[src/rtl/tsg_pkg.sv]
// ----------------------------------------------------------------------------
// tsg_pkg
// shared types and constants for the touch swipe gesture classifier
// ----------------------------------------------------------------------------
package tsg_pkg;

  // display-space coordinate, two's complement
  localparam int unsigned CoordW = 10;
  typedef logic signed [CoordW-1:0] coord_t;

  // configuration register widths
  localparam int unsigned ScreenW = 9;
  localparam int unsigned LimitW  = 9;
  localparam int unsigned IdleLimW = 16;
  localparam int unsigned CfgAddrW = 3;
  localparam int unsigned CfgDataW = 16;

  // configuration register indexes
  localparam logic [CfgAddrW-1:0] CFG_ENABLED    = 3'd0;
  localparam logic [CfgAddrW-1:0] CFG_ROTATION   = 3'd1;
  localparam logic [CfgAddrW-1:0] CFG_SCREEN_W   = 3'd2;
  localparam logic [CfgAddrW-1:0] CFG_SCREEN_H   = 3'd3;
  localparam logic [CfgAddrW-1:0] CFG_SWIPE_MIN  = 3'd4;
  localparam logic [CfgAddrW-1:0] CFG_TAP_LIMIT  = 3'd5;
  localparam logic [CfgAddrW-1:0] CFG_IDLE_LIMIT = 3'd6;

  // configuration reset values
  localparam logic [ScreenW-1:0]  SCREEN_RESET     = 9'd240;
  localparam logic [LimitW-1:0]   SWIPE_MIN_RESET  = 9'd40;
  localparam logic [LimitW-1:0]   TAP_LIMIT_RESET  = 9'd12;
  localparam logic [IdleLimW-1:0] IDLE_LIMIT_RESET = 16'd90;

  // rotation in quarter turns
  typedef enum logic [1:0] {
    ROT_0   = 2'd0,
    ROT_90  = 2'd1,
    ROT_180 = 2'd2,
    ROT_270 = 2'd3
  } rotation_e;

  // gesture codes
  typedef enum logic [2:0] {
    GEST_NONE  = 3'd0,
    GEST_LEFT  = 3'd1,
    GEST_RIGHT = 3'd2,
    GEST_UP    = 3'd3,
    GEST_DOWN  = 3'd4,
    GEST_TAP   = 3'd5
  } gesture_e;

  // item kind carried in the input tuser bit
  localparam logic ACT_TICK = 1'b0;
  localparam logic ACT_POLL = 1'b1;

endpackage

[src/rtl/tsg_map.sv]
// ----------------------------------------------------------------------------
// tsg_map
// maps a raw panel point into display space for one of four rotations
// ----------------------------------------------------------------------------
module tsg_map (
  input  logic [1:0]                   rotation_i,
  input  logic [tsg_pkg::ScreenW-1:0]  screen_w_i,
  input  logic [tsg_pkg::ScreenW-1:0]  screen_h_i,
  input  logic [7:0]                   raw_x_i,
  input  logic [7:0]                   raw_y_i,
  output tsg_pkg::coord_t              map_x_o,
  output tsg_pkg::coord_t              map_y_o
);
  import tsg_pkg::*;

  logic [CoordW-1:0] rx, ry, w_m1, h_m1, w_rx, w_ry, h_rx, h_ry;

  always_comb begin
    rx   = {2'b00, raw_x_i};
    ry   = {2'b00, raw_y_i};
    w_m1 = {1'b0, screen_w_i} - 10'd1;
    h_m1 = {1'b0, screen_h_i} - 10'd1;
    // true values fit the signed coordinate, so wrapping is harmless
    w_rx = w_m1 - rx;
    w_ry = w_m1 - ry;
    h_rx = h_m1 - rx;
    h_ry = h_m1 - ry;
    unique case (rotation_e'(rotation_i))
      ROT_90: begin
        map_x_o = coord_t'(ry);
        map_y_o = coord_t'(h_rx);
      end
      ROT_180: begin
        map_x_o = coord_t'(w_rx);
        map_y_o = coord_t'(h_ry);
      end
      ROT_270: begin
        map_x_o = coord_t'(w_ry);
        map_y_o = coord_t'(rx);
      end
      default: begin
        map_x_o = coord_t'(rx);
        map_y_o = coord_t'(ry);
      end
    endcase
  end

endmodule

[src/rtl/tsg_classify.sv]
// ----------------------------------------------------------------------------
// tsg_classify
// classifies a finished press from its start and end points
// ----------------------------------------------------------------------------
module tsg_classify (
  input  tsg_pkg::coord_t             start_x_i,
  input  tsg_pkg::coord_t             start_y_i,
  input  tsg_pkg::coord_t             cur_x_i,
  input  tsg_pkg::coord_t             cur_y_i,
  input  logic [tsg_pkg::LimitW-1:0]  swipe_min_i,
  input  logic [tsg_pkg::LimitW-1:0]  tap_limit_i,
  output tsg_pkg::gesture_e           gesture_o,
  output logic [7:0]                  peak_o
);
  import tsg_pkg::*;

  logic signed [CoordW:0] dx, dy;
  logic [CoordW:0]        ax_w, ay_w;
  logic [CoordW-1:0]      ax, ay, peak_full, swipe_min, tap_limit;

  always_comb begin
    dx = {cur_x_i[CoordW-1], cur_x_i} - {start_x_i[CoordW-1], start_x_i};
    dy = {cur_y_i[CoordW-1], cur_y_i} - {start_y_i[CoordW-1], start_y_i};
    ax_w = dx[CoordW] ? 11'(-dx) : 11'(dx);
    ay_w = dy[CoordW] ? 11'(-dy) : 11'(dy);
    // magnitudes stay below 1024
    ax = ax_w[CoordW-1:0];
    ay = ay_w[CoordW-1:0];
    swipe_min = {1'b0, swipe_min_i};
    tap_limit = {1'b0, tap_limit_i};
    peak_full = (ax > ay) ? ax : ay;
    peak_o    = peak_full[7:0];

    if (ax >= swipe_min && ax > ay) begin
      gesture_o = dx[CoordW] ? GEST_LEFT : GEST_RIGHT;
    end else if (ay >= swipe_min && ay > ax) begin
      gesture_o = dy[CoordW] ? GEST_UP : GEST_DOWN;
    end else if (ax < tap_limit && ay < tap_limit) begin
      gesture_o = GEST_TAP;
    end else begin
      gesture_o = GEST_NONE;
    end
  end

endmodule

[src/rtl/touch_swipe_gesture_classifier.sv]
// ----------------------------------------------------------------------------
// touch_swipe_gesture_classifier
// turns ticks and touch polls into swipe and tap gestures
// ----------------------------------------------------------------------------
// path: an input word is taken into the input register, then press logic writes its
//   result word into the result register; a stalled sink holds the word in the input register
// throughput: one word per cycle while the sink accepts results; the press state updates in a single pass
// reset: rst_ni clears press state, idle count, peak and valid flags at once,
//   and loads the register defaults; the block is ready right after reset
// ----------------------------------------------------------------------------
module touch_swipe_gesture_classifier #(
  parameter int unsigned IDLE_COUNT_BITS = 16
) (
  input  logic                            clk_i,
  input  logic                            rst_ni,
  // configuration write port
  input  logic                            cfg_we_i,
  input  logic [tsg_pkg::CfgAddrW-1:0]    cfg_addr_i,
  input  logic [tsg_pkg::CfgDataW-1:0]    cfg_wdata_i,
  // input words
  input  logic                            s_axis_tvalid,
  output logic                            s_axis_tready,
  input  logic [23:0]                     s_axis_tdata,  // int_active, point_valid, raw_x[9:2],
                                                         // raw_y[17:10], zero pad
  input  logic                            s_axis_tuser,  // action: 0 tick, 1 poll
  // result words
  output logic                            m_axis_tvalid,
  input  logic                            m_axis_tready,
  output logic [31:0]                     m_axis_tdata   // gesture[2:0], touch_down[3],
                                                         // touch_x[12:4], touch_y[21:13],
                                                         // peak_displacement[29:22], zero pad
);
  import tsg_pkg::*;

  // width used to compare the idle count against the limit register
  localparam int unsigned CmpW = (IDLE_COUNT_BITS > IdleLimW) ? IDLE_COUNT_BITS : IdleLimW;

  // --------------------------------------------------------------------------
  // configuration registers
  // --------------------------------------------------------------------------
  logic                 enabled_q;
  logic [1:0]           rotation_q;
  logic [ScreenW-1:0]   screen_w_q, screen_h_q;
  logic [LimitW-1:0]    swipe_min_q, tap_limit_q;
  logic [IdleLimW-1:0]  idle_limit_q;

  always_ff @(posedge clk_i or negedge rst_ni) begin
    if (!rst_ni) begin
      enabled_q    <= 1'b0;
      rotation_q   <= ROT_0;
      screen_w_q   <= SCREEN_RESET;
      screen_h_q   <= SCREEN_RESET;
      swipe_min_q  <= SWIPE_MIN_RESET;
      tap_limit_q  <= TAP_LIMIT_RESET;
      idle_limit_q <= IDLE_LIMIT_RESET;
    end else if (cfg_we_i) begin
      unique case (cfg_addr_i)
        CFG_ENABLED:    enabled_q    <= cfg_wdata_i[0];
        CFG_ROTATION:   rotation_q   <= cfg_wdata_i[1:0];
        CFG_SCREEN_W:   screen_w_q   <= cfg_wdata_i[ScreenW-1:0];
        CFG_SCREEN_H:   screen_h_q   <= cfg_wdata_i[ScreenW-1:0];
        CFG_SWIPE_MIN:  swipe_min_q  <= cfg_wdata_i[LimitW-1:0];
        CFG_TAP_LIMIT:  tap_limit_q  <= cfg_wdata_i[LimitW-1:0];
        CFG_IDLE_LIMIT: idle_limit_q <= cfg_wdata_i[IdleLimW-1:0];
        default: ;  // unused index, write dropped
      endcase
    end
  end

  // --------------------------------------------------------------------------
  // handshake: input register feeds the result register
  // --------------------------------------------------------------------------
  logic in_vld_q, out_vld_q;
  logic in_take, advance;

  assign advance       = in_vld_q && (!out_vld_q || m_axis_tready);
  assign s_axis_tready = !in_vld_q || !out_vld_q || m_axis_tready;
  assign in_take       = s_axis_tvalid && s_axis_tready;
  assign m_axis_tvalid = out_vld_q;

  always_ff @(posedge clk_i or negedge rst_ni) begin
    if (!rst_ni) begin
      in_vld_q  <= 1'b0;
      out_vld_q <= 1'b0;
    end else begin
      if (in_take) begin
        in_vld_q <= 1'b1;
      end else if (advance) begin
        in_vld_q <= 1'b0;
      end
      if (advance) begin
        out_vld_q <= 1'b1;
      end else if (m_axis_tready) begin
        out_vld_q <= 1'b0;
      end
    end
  end

  // input word register, payload only
  logic       act_q, int_q, pv_q;
  logic [7:0] raw_x_q, raw_y_q;

  always_ff @(posedge clk_i) begin
    if (in_take) begin
      act_q   <= s_axis_tuser;
      int_q   <= s_axis_tdata[0];
      pv_q    <= s_axis_tdata[1];
      raw_x_q <= s_axis_tdata[9:2];
      raw_y_q <= s_axis_tdata[17:10];
    end
  end

  // --------------------------------------------------------------------------
  // press state
  // --------------------------------------------------------------------------
  logic                       tracking_q, tracking_d;
  coord_t                     start_x_q, start_x_d, start_y_q, start_y_d;
  coord_t                     cur_x_q, cur_x_d, cur_y_q, cur_y_d;
  logic [IDLE_COUNT_BITS-1:0] idle_q, idle_d;
  logic [7:0]                 peak_q, peak_d;
  gesture_e                   gesture_d;

  coord_t     map_x, map_y;
  gesture_e   cls_gesture;
  logic [7:0] cls_peak;
  logic       idle_done;

  tsg_map u_map (
    .rotation_i (rotation_q),
    .screen_w_i (screen_w_q),
    .screen_h_i (screen_h_q),
    .raw_x_i    (raw_x_q),
    .raw_y_i    (raw_y_q),
    .map_x_o    (map_x),
    .map_y_o    (map_y)
  );

  tsg_classify u_classify (
    .start_x_i   (start_x_q),
    .start_y_i   (start_y_q),
    .cur_x_i     (cur_x_q),
    .cur_y_i     (cur_y_q),
    .swipe_min_i (swipe_min_q),
    .tap_limit_i (tap_limit_q),
    .gesture_o   (cls_gesture),
    .peak_o      (cls_peak)
  );

  assign idle_done = CmpW'(idle_q) >= CmpW'(idle_limit_q);

  always_comb begin
    tracking_d = tracking_q;
    start_x_d  = start_x_q;
    start_y_d  = start_y_q;
    cur_x_d    = cur_x_q;
    cur_y_d    = cur_y_q;
    idle_d     = idle_q;
    peak_d     = peak_q;
    gesture_d  = GEST_NONE;
    if (act_q == ACT_TICK) begin
      // idle count saturates at all ones
      if (idle_q != {IDLE_COUNT_BITS{1'b1}}) begin
        idle_d = idle_q + IDLE_COUNT_BITS'(1);
      end
    end else if (enabled_q) begin
      if (int_q) begin
        if (pv_q) begin
          if (!tracking_q) begin
            // first point of a new press
            tracking_d = 1'b1;
            start_x_d  = map_x;
            start_y_d  = map_y;
          end
          cur_x_d = map_x;
          cur_y_d = map_y;
          idle_d  = '0;
        end
      end else if (tracking_q && idle_done) begin
        // quiet poll after enough idle time ends the press
        tracking_d = 1'b0;
        gesture_d  = cls_gesture;
        peak_d     = cls_peak;
      end
    end
  end

  always_ff @(posedge clk_i or negedge rst_ni) begin
    if (!rst_ni) begin
      tracking_q <= 1'b0;
      start_x_q  <= '0;
      start_y_q  <= '0;
      cur_x_q    <= '0;
      cur_y_q    <= '0;
      idle_q     <= '0;
      peak_q     <= '0;
    end else if (advance) begin
      tracking_q <= tracking_d;
      start_x_q  <= start_x_d;
      start_y_q  <= start_y_d;
      cur_x_q    <= cur_x_d;
      cur_y_q    <= cur_y_d;
      idle_q     <= idle_d;
      peak_q     <= peak_d;
    end
  end

  // --------------------------------------------------------------------------
  // result register, holds while the sink stalls
  // --------------------------------------------------------------------------
  gesture_e          res_gesture_q;
  logic              res_down_q;
  logic [8:0]        res_x_q, res_y_q;
  logic [7:0]        res_peak_q;

  always_ff @(posedge clk_i) begin
    if (advance) begin
      res_gesture_q <= gesture_d;
      res_down_q    <= tracking_d;
      // coordinates read as zero when no press is tracked
      res_x_q       <= tracking_d ? cur_x_d[8:0] : 9'd0;
      res_y_q       <= tracking_d ? cur_y_d[8:0] : 9'd0;
      res_peak_q    <= peak_d;
    end
  end

  assign m_axis_tdata = {2'b00, res_peak_q, res_y_q, res_x_q, res_down_q, res_gesture_q};

endmodule
[config.mk]
export PLATFORM = sky130hd
export DESIGN_NAME = touch_swipe_gesture_classifier
export DESIGN_NICKNAME = d
export VERILOG_FILES = /design/src/rtl/tsg_pkg.sv /design/src/rtl/tsg_map.sv /design/src/rtl/tsg_classify.sv /design/src/rtl/touch_swipe_gesture_classifier.sv
export SDC_FILE = /design/constraint.sdc
export NUM_CORES = 1
export LEC_CHECK = 0
export BUFFER_PORTS_ARGS = -buffer_cell sky130_fd_sc_hd__buf_2
export CAP_MARGIN = 0
export CELL_PAD_IN_SITES_DETAIL_PLACEMENT = 0
export CELL_PAD_IN_SITES_GLOBAL_PLACEMENT = 2
export CORE_ASPECT_RATIO = 1.1
export CORE_MARGIN = 2
export CORE_UTILIZATION = 40
export CTS_BUF_LIST = sky130_fd_sc_hd__clkbuf_8
export DETAILED_ROUTE_END_ITERATION = 12
export GPL_TIMING_DRIVEN = 0
export MAX_ROUTING_LAYER = met4
export PLACE_DENSITY_LB_ADDON = 0.2
export SLEW_MARGIN = 20
export SYNTH_ARGS = -nofsm -noshare
export SYNTH_HDL_FRONTEND = slang
export SYNTH_SLANG_ARGS = --single-unit
[constraint.sdc]
create_clock -name clk_i -period 5.3 [get_ports clk_i]
set_input_delay 0.53 -clock clk_i [delete_from_list [all_inputs] [get_ports clk_i]]
set_output_delay 0.53 -clock clk_i [all_outputs]
set_load 0.1 [all_outputs]
==> results_dict.tcl <==
set metrics [dict create \
    r2r_slack_ns 0.36 \
    track_usage 0.210 \
    hold_depth 1 \
    crit_path_max_fanout 8 \
    cts_made_buffers 17 \
    cts.path.max_buffers 2 \
    worstSetupPathType "register to register" \
    final_design_area_no_fill_um2 12600 \
    drcViolationCount 0 \
    grt_max_degree 81 \
    synth-simple-area-share 0.142 \
    cts.sinks 171 \
    drive_gt1_frac 0.179 \
    synthCells 1156 \
    cts_tree "done" \
    synth.area.mux_share 0.0918 \
    synthFlopType "dfrtp_1" \
    syn_area_per_cell_um2 9.65 \
    final_common_cell "nand2_1" \
    cp_data_required_time_ns 5.54 \
    fillCellCount 2724 \
    min_to "pv_q" \
    final_hold_viol_count 0 \
    hp-class "input port to register" \
    die_w_um 163 \
    antenna_found_initial 0 \
    gp_congestion 0.861 \
    place_hpwl_mm 22.0 \
    drt-initial-drc-count 582 \
    clkTransAtPathRegs_ns 0.12 \
    coreArea_um2 27600 \
    synthXorXnorAreaFrac 0.0455 \
    start_util 0.404 \
    grt_pass1_wl_mm 45.2 \
    post-place-ws_ns -0.0923 \
    layout.nets 1412 \
    routed_wl_mm 28.8 \
    yosys_warnings 0 \
    synth-seq-cells 171 \
    vias_per_cell 5.20 \
    first_pass_iters 5 \
    fin_crit_sh 0.933 \
    ant_nets 0 \
    cts-root-buf "clkbuf_8" \
    maxSlewHeadroom 0.365 \
    max_cap_violations 0 \
    io_pins 83 \
    syn_area_um2 11200 \
    synth_top_family_by_area "simple AND/OR/NAND/NOR gates" \
    die_area_um2 29200 \
    yosysTopAreaCell "dfrtp_1" \
    r2r_end "res_peak_q[1]" \
    rows 64 \
    synth.area.top_cells "dfrtp_1 24%, edfxtp_1 13%, ha_1 12%, mux2_2 6.4%, nand2_1 5.6%" \
    synth_cell_types 71 \
    synth_edf_count 49 \
    fin_skew_ns 0.0198 \
    insertion_delay_ns 0.49 \
    start_kind "register" \
    ys_async_sr_fraction 0.713 \
    area_delta_synth_final_pct 12.9 \
    grt_remaining_overflow 0 \
    fin_util 0.456 \
    final_cell_mix "166 x nand2_1, 107 x inv_1, 106 x dfrtp_1" \
    synth_top_cell_area_share 0.238 \
    grt_pass1_vias 8126 \
    status "finished clean" \
    htreeDepth 4 \
    io_buffers 72 \
    n_antenna_cell 0 \
    post_drt_wl_per_cell_um 17.7 \
    vias 8475 \
    final.min_clock_period_ns 4.94 \
    synth_compound_area_frac 0.137 \
    worst_slack_ns 0.355 \
    hp-start "s_axis_tdata[1]" \
    cp.arrival_ns 5.18 \
    max_freq_mhz 202 \
    synthAdderAreaFrac 0.125 \
    timing.rr.start "cur_y_q[0]" \
    worstMarginPinSlew_ns 0.946 \
    post_dp_cell_area_um2 12000 \
    final-setup-viol-count 0 \
    die_h_um 179 \
    seq_area_frac_synth 0.407 \
    rr_worst_depth 19 \
    slew_viol_final 0 \
    timing.setup.tns_ns 0 \
    cp-end-kind "register" \
]
[routing by layer]
metal,GRT usage,vias up,routed length [um]
li1,-,4259,-
met1,0.273,4058,13400
met2,0.354,132,14400
met3,0.0261,26,784
met4,0.0465,0,340
met5,-,-,0
[through the flow]
| step | instances | hold slack (ns) |
|---|---|---|
| floorplan | 1157 | 0.234 |
| global placement | 1592 | 0.464 |
| detailed placement | 1593 | 0.448 |
| CTS | 1626 | 0.179 |
| global route | 1631 | 0.176 |
| finish | 1631 | 0.207 |
[how the worst max path moves through the flow]
stage | start | to | slack, ns | cells past startpoint
4_1_cts | start_x_q[0] | res_peak_q[1] | 0.07 | 17
5_1_grt | cur_y_q[0] | res_gesture_q[0] | -0.0005 | 21
3_3_place_gp | start_x_q[0] | res_peak_q[1] | -0.1 | 17
3_5_place_dp | start_x_q[0] | res_peak_q[1] | -0.09 | 17
6_report | cur_y_q[0] | res_peak_q[1] | 0.36 | 19
2_1_floorplan | start_x_q[0] | res_peak_q[1] | 0.71 | 17
[sequential cells by signal, summed over array words and instances, names as in the netlist, 8 cells and up]
| name | cells |
|---|---|
| screen_h_q | 9 |
| cur_y_q | 10 |
| peak_q | 8 |
| cur_x_q | 10 |
| res_y_q | 9 |
| res_peak_q | 8 |
| res_x_q | 9 |
| screen_w_q | 9 |
| tap_limit_q | 9 |
| raw_x_q | 8 |
| raw_y_q | 8 |
| idle_q | 16 |
| idle_limit_q | 16 |
| start_y_q | 10 |
| swipe_min_q | 9 |
| start_x_q | 10 |
[synth_stat cells, types with 3 or more instances]
master,n
nand4b_1,3
a211o_1,4
a311oi_1,4
and2_1,5
nand2b_1,17
edfxtp_1,49
nor2b_1,11
xnor2_1,29
mux2_4,7
buf_1,4
mux2i_1,21
a211oi_1,7
nor3b_1,4
o21ai_0,71
o2111ai_1,4
o211ai_1,4
dfrtp_1,106
a221oi_1,11
o21a_1,6
dfstp_2,16
a21oi_1,67
a22oi_1,4
or3_1,6
a21o_1,20
clkbuf_1,27
fa_1,4
or4_1,4
buf_4,3
xor2_1,29
nand3b_1,4
o31ai_1,3
nand2_1,166
a31oi_1,6
nand4_1,10
nor2_1,58
inv_1,108
nand3_1,15
and3_1,6
ha_1,104
o41ai_1,3
mux2_2,63
a21boi_0,8
nor3_1,18
[logic make-up (layout without fill, tap and decap cells)]
logic type | after synthesis | after routing
adders and majority gates | 109 | 109
other | 1 | 2
buffers and inverters | 145 | 256
and+or+nand+nor | 340 | 340
AOI/OAI and AO/OA | 241 | 241
xor gates and xnor gates | 58 | 58
DFF | 171 | 171
muxes | 91 | 91
[layout make-up]
class | instances | area [um^2] | area share
buffer | 37 | 154 | 0.0122
clock buffer | 17 | 234 | 0.0186
clock inverter | 15 | 225 | 0.0179
inverter | 108 | 405 | 0.0322
multi-input combinational | 841 | 6130 | 0.487
sequential | 171 | 4540 | 0.361
tap | 363 | 454 | 0.0361
timing repair buffer | 79 | 445 | 0.0354
[critical path, stage by stage, from the launching register on]
cell	delay (ns)
dfrtp_1	0.38
inv_1	0.09
ha_1	0.19
inv_1	0.06
fa_1	0.43
a21oi_2	0.19
o211ai_1	0.14
a31oi_2	0.27
o21a_1	0.20
mux2_2	0.24
nand2_1	0.10
xnor2_2	0.34
ha_1	0.31
a211oi_1	0.21
nor2_1	0.07
nor3_1	0.21
o21ai_1	0.18
maj3_4	0.47
mux2_4	0.34
mux2_2	0.27
[what timing repair did]
action,in CTS,in global routing
gates resized for setup,3,8
hold buffers,1,0
endpoints found under the setup margin,8,19
endpoints found under the hold margin,42,0
pin swaps,0,2
buffers inserted,0,5
cloned,0,0
Power is left out: the tool's default activity adds up to more than one toggle a clock period on the data nets, which glitch-free logic cannot reach.
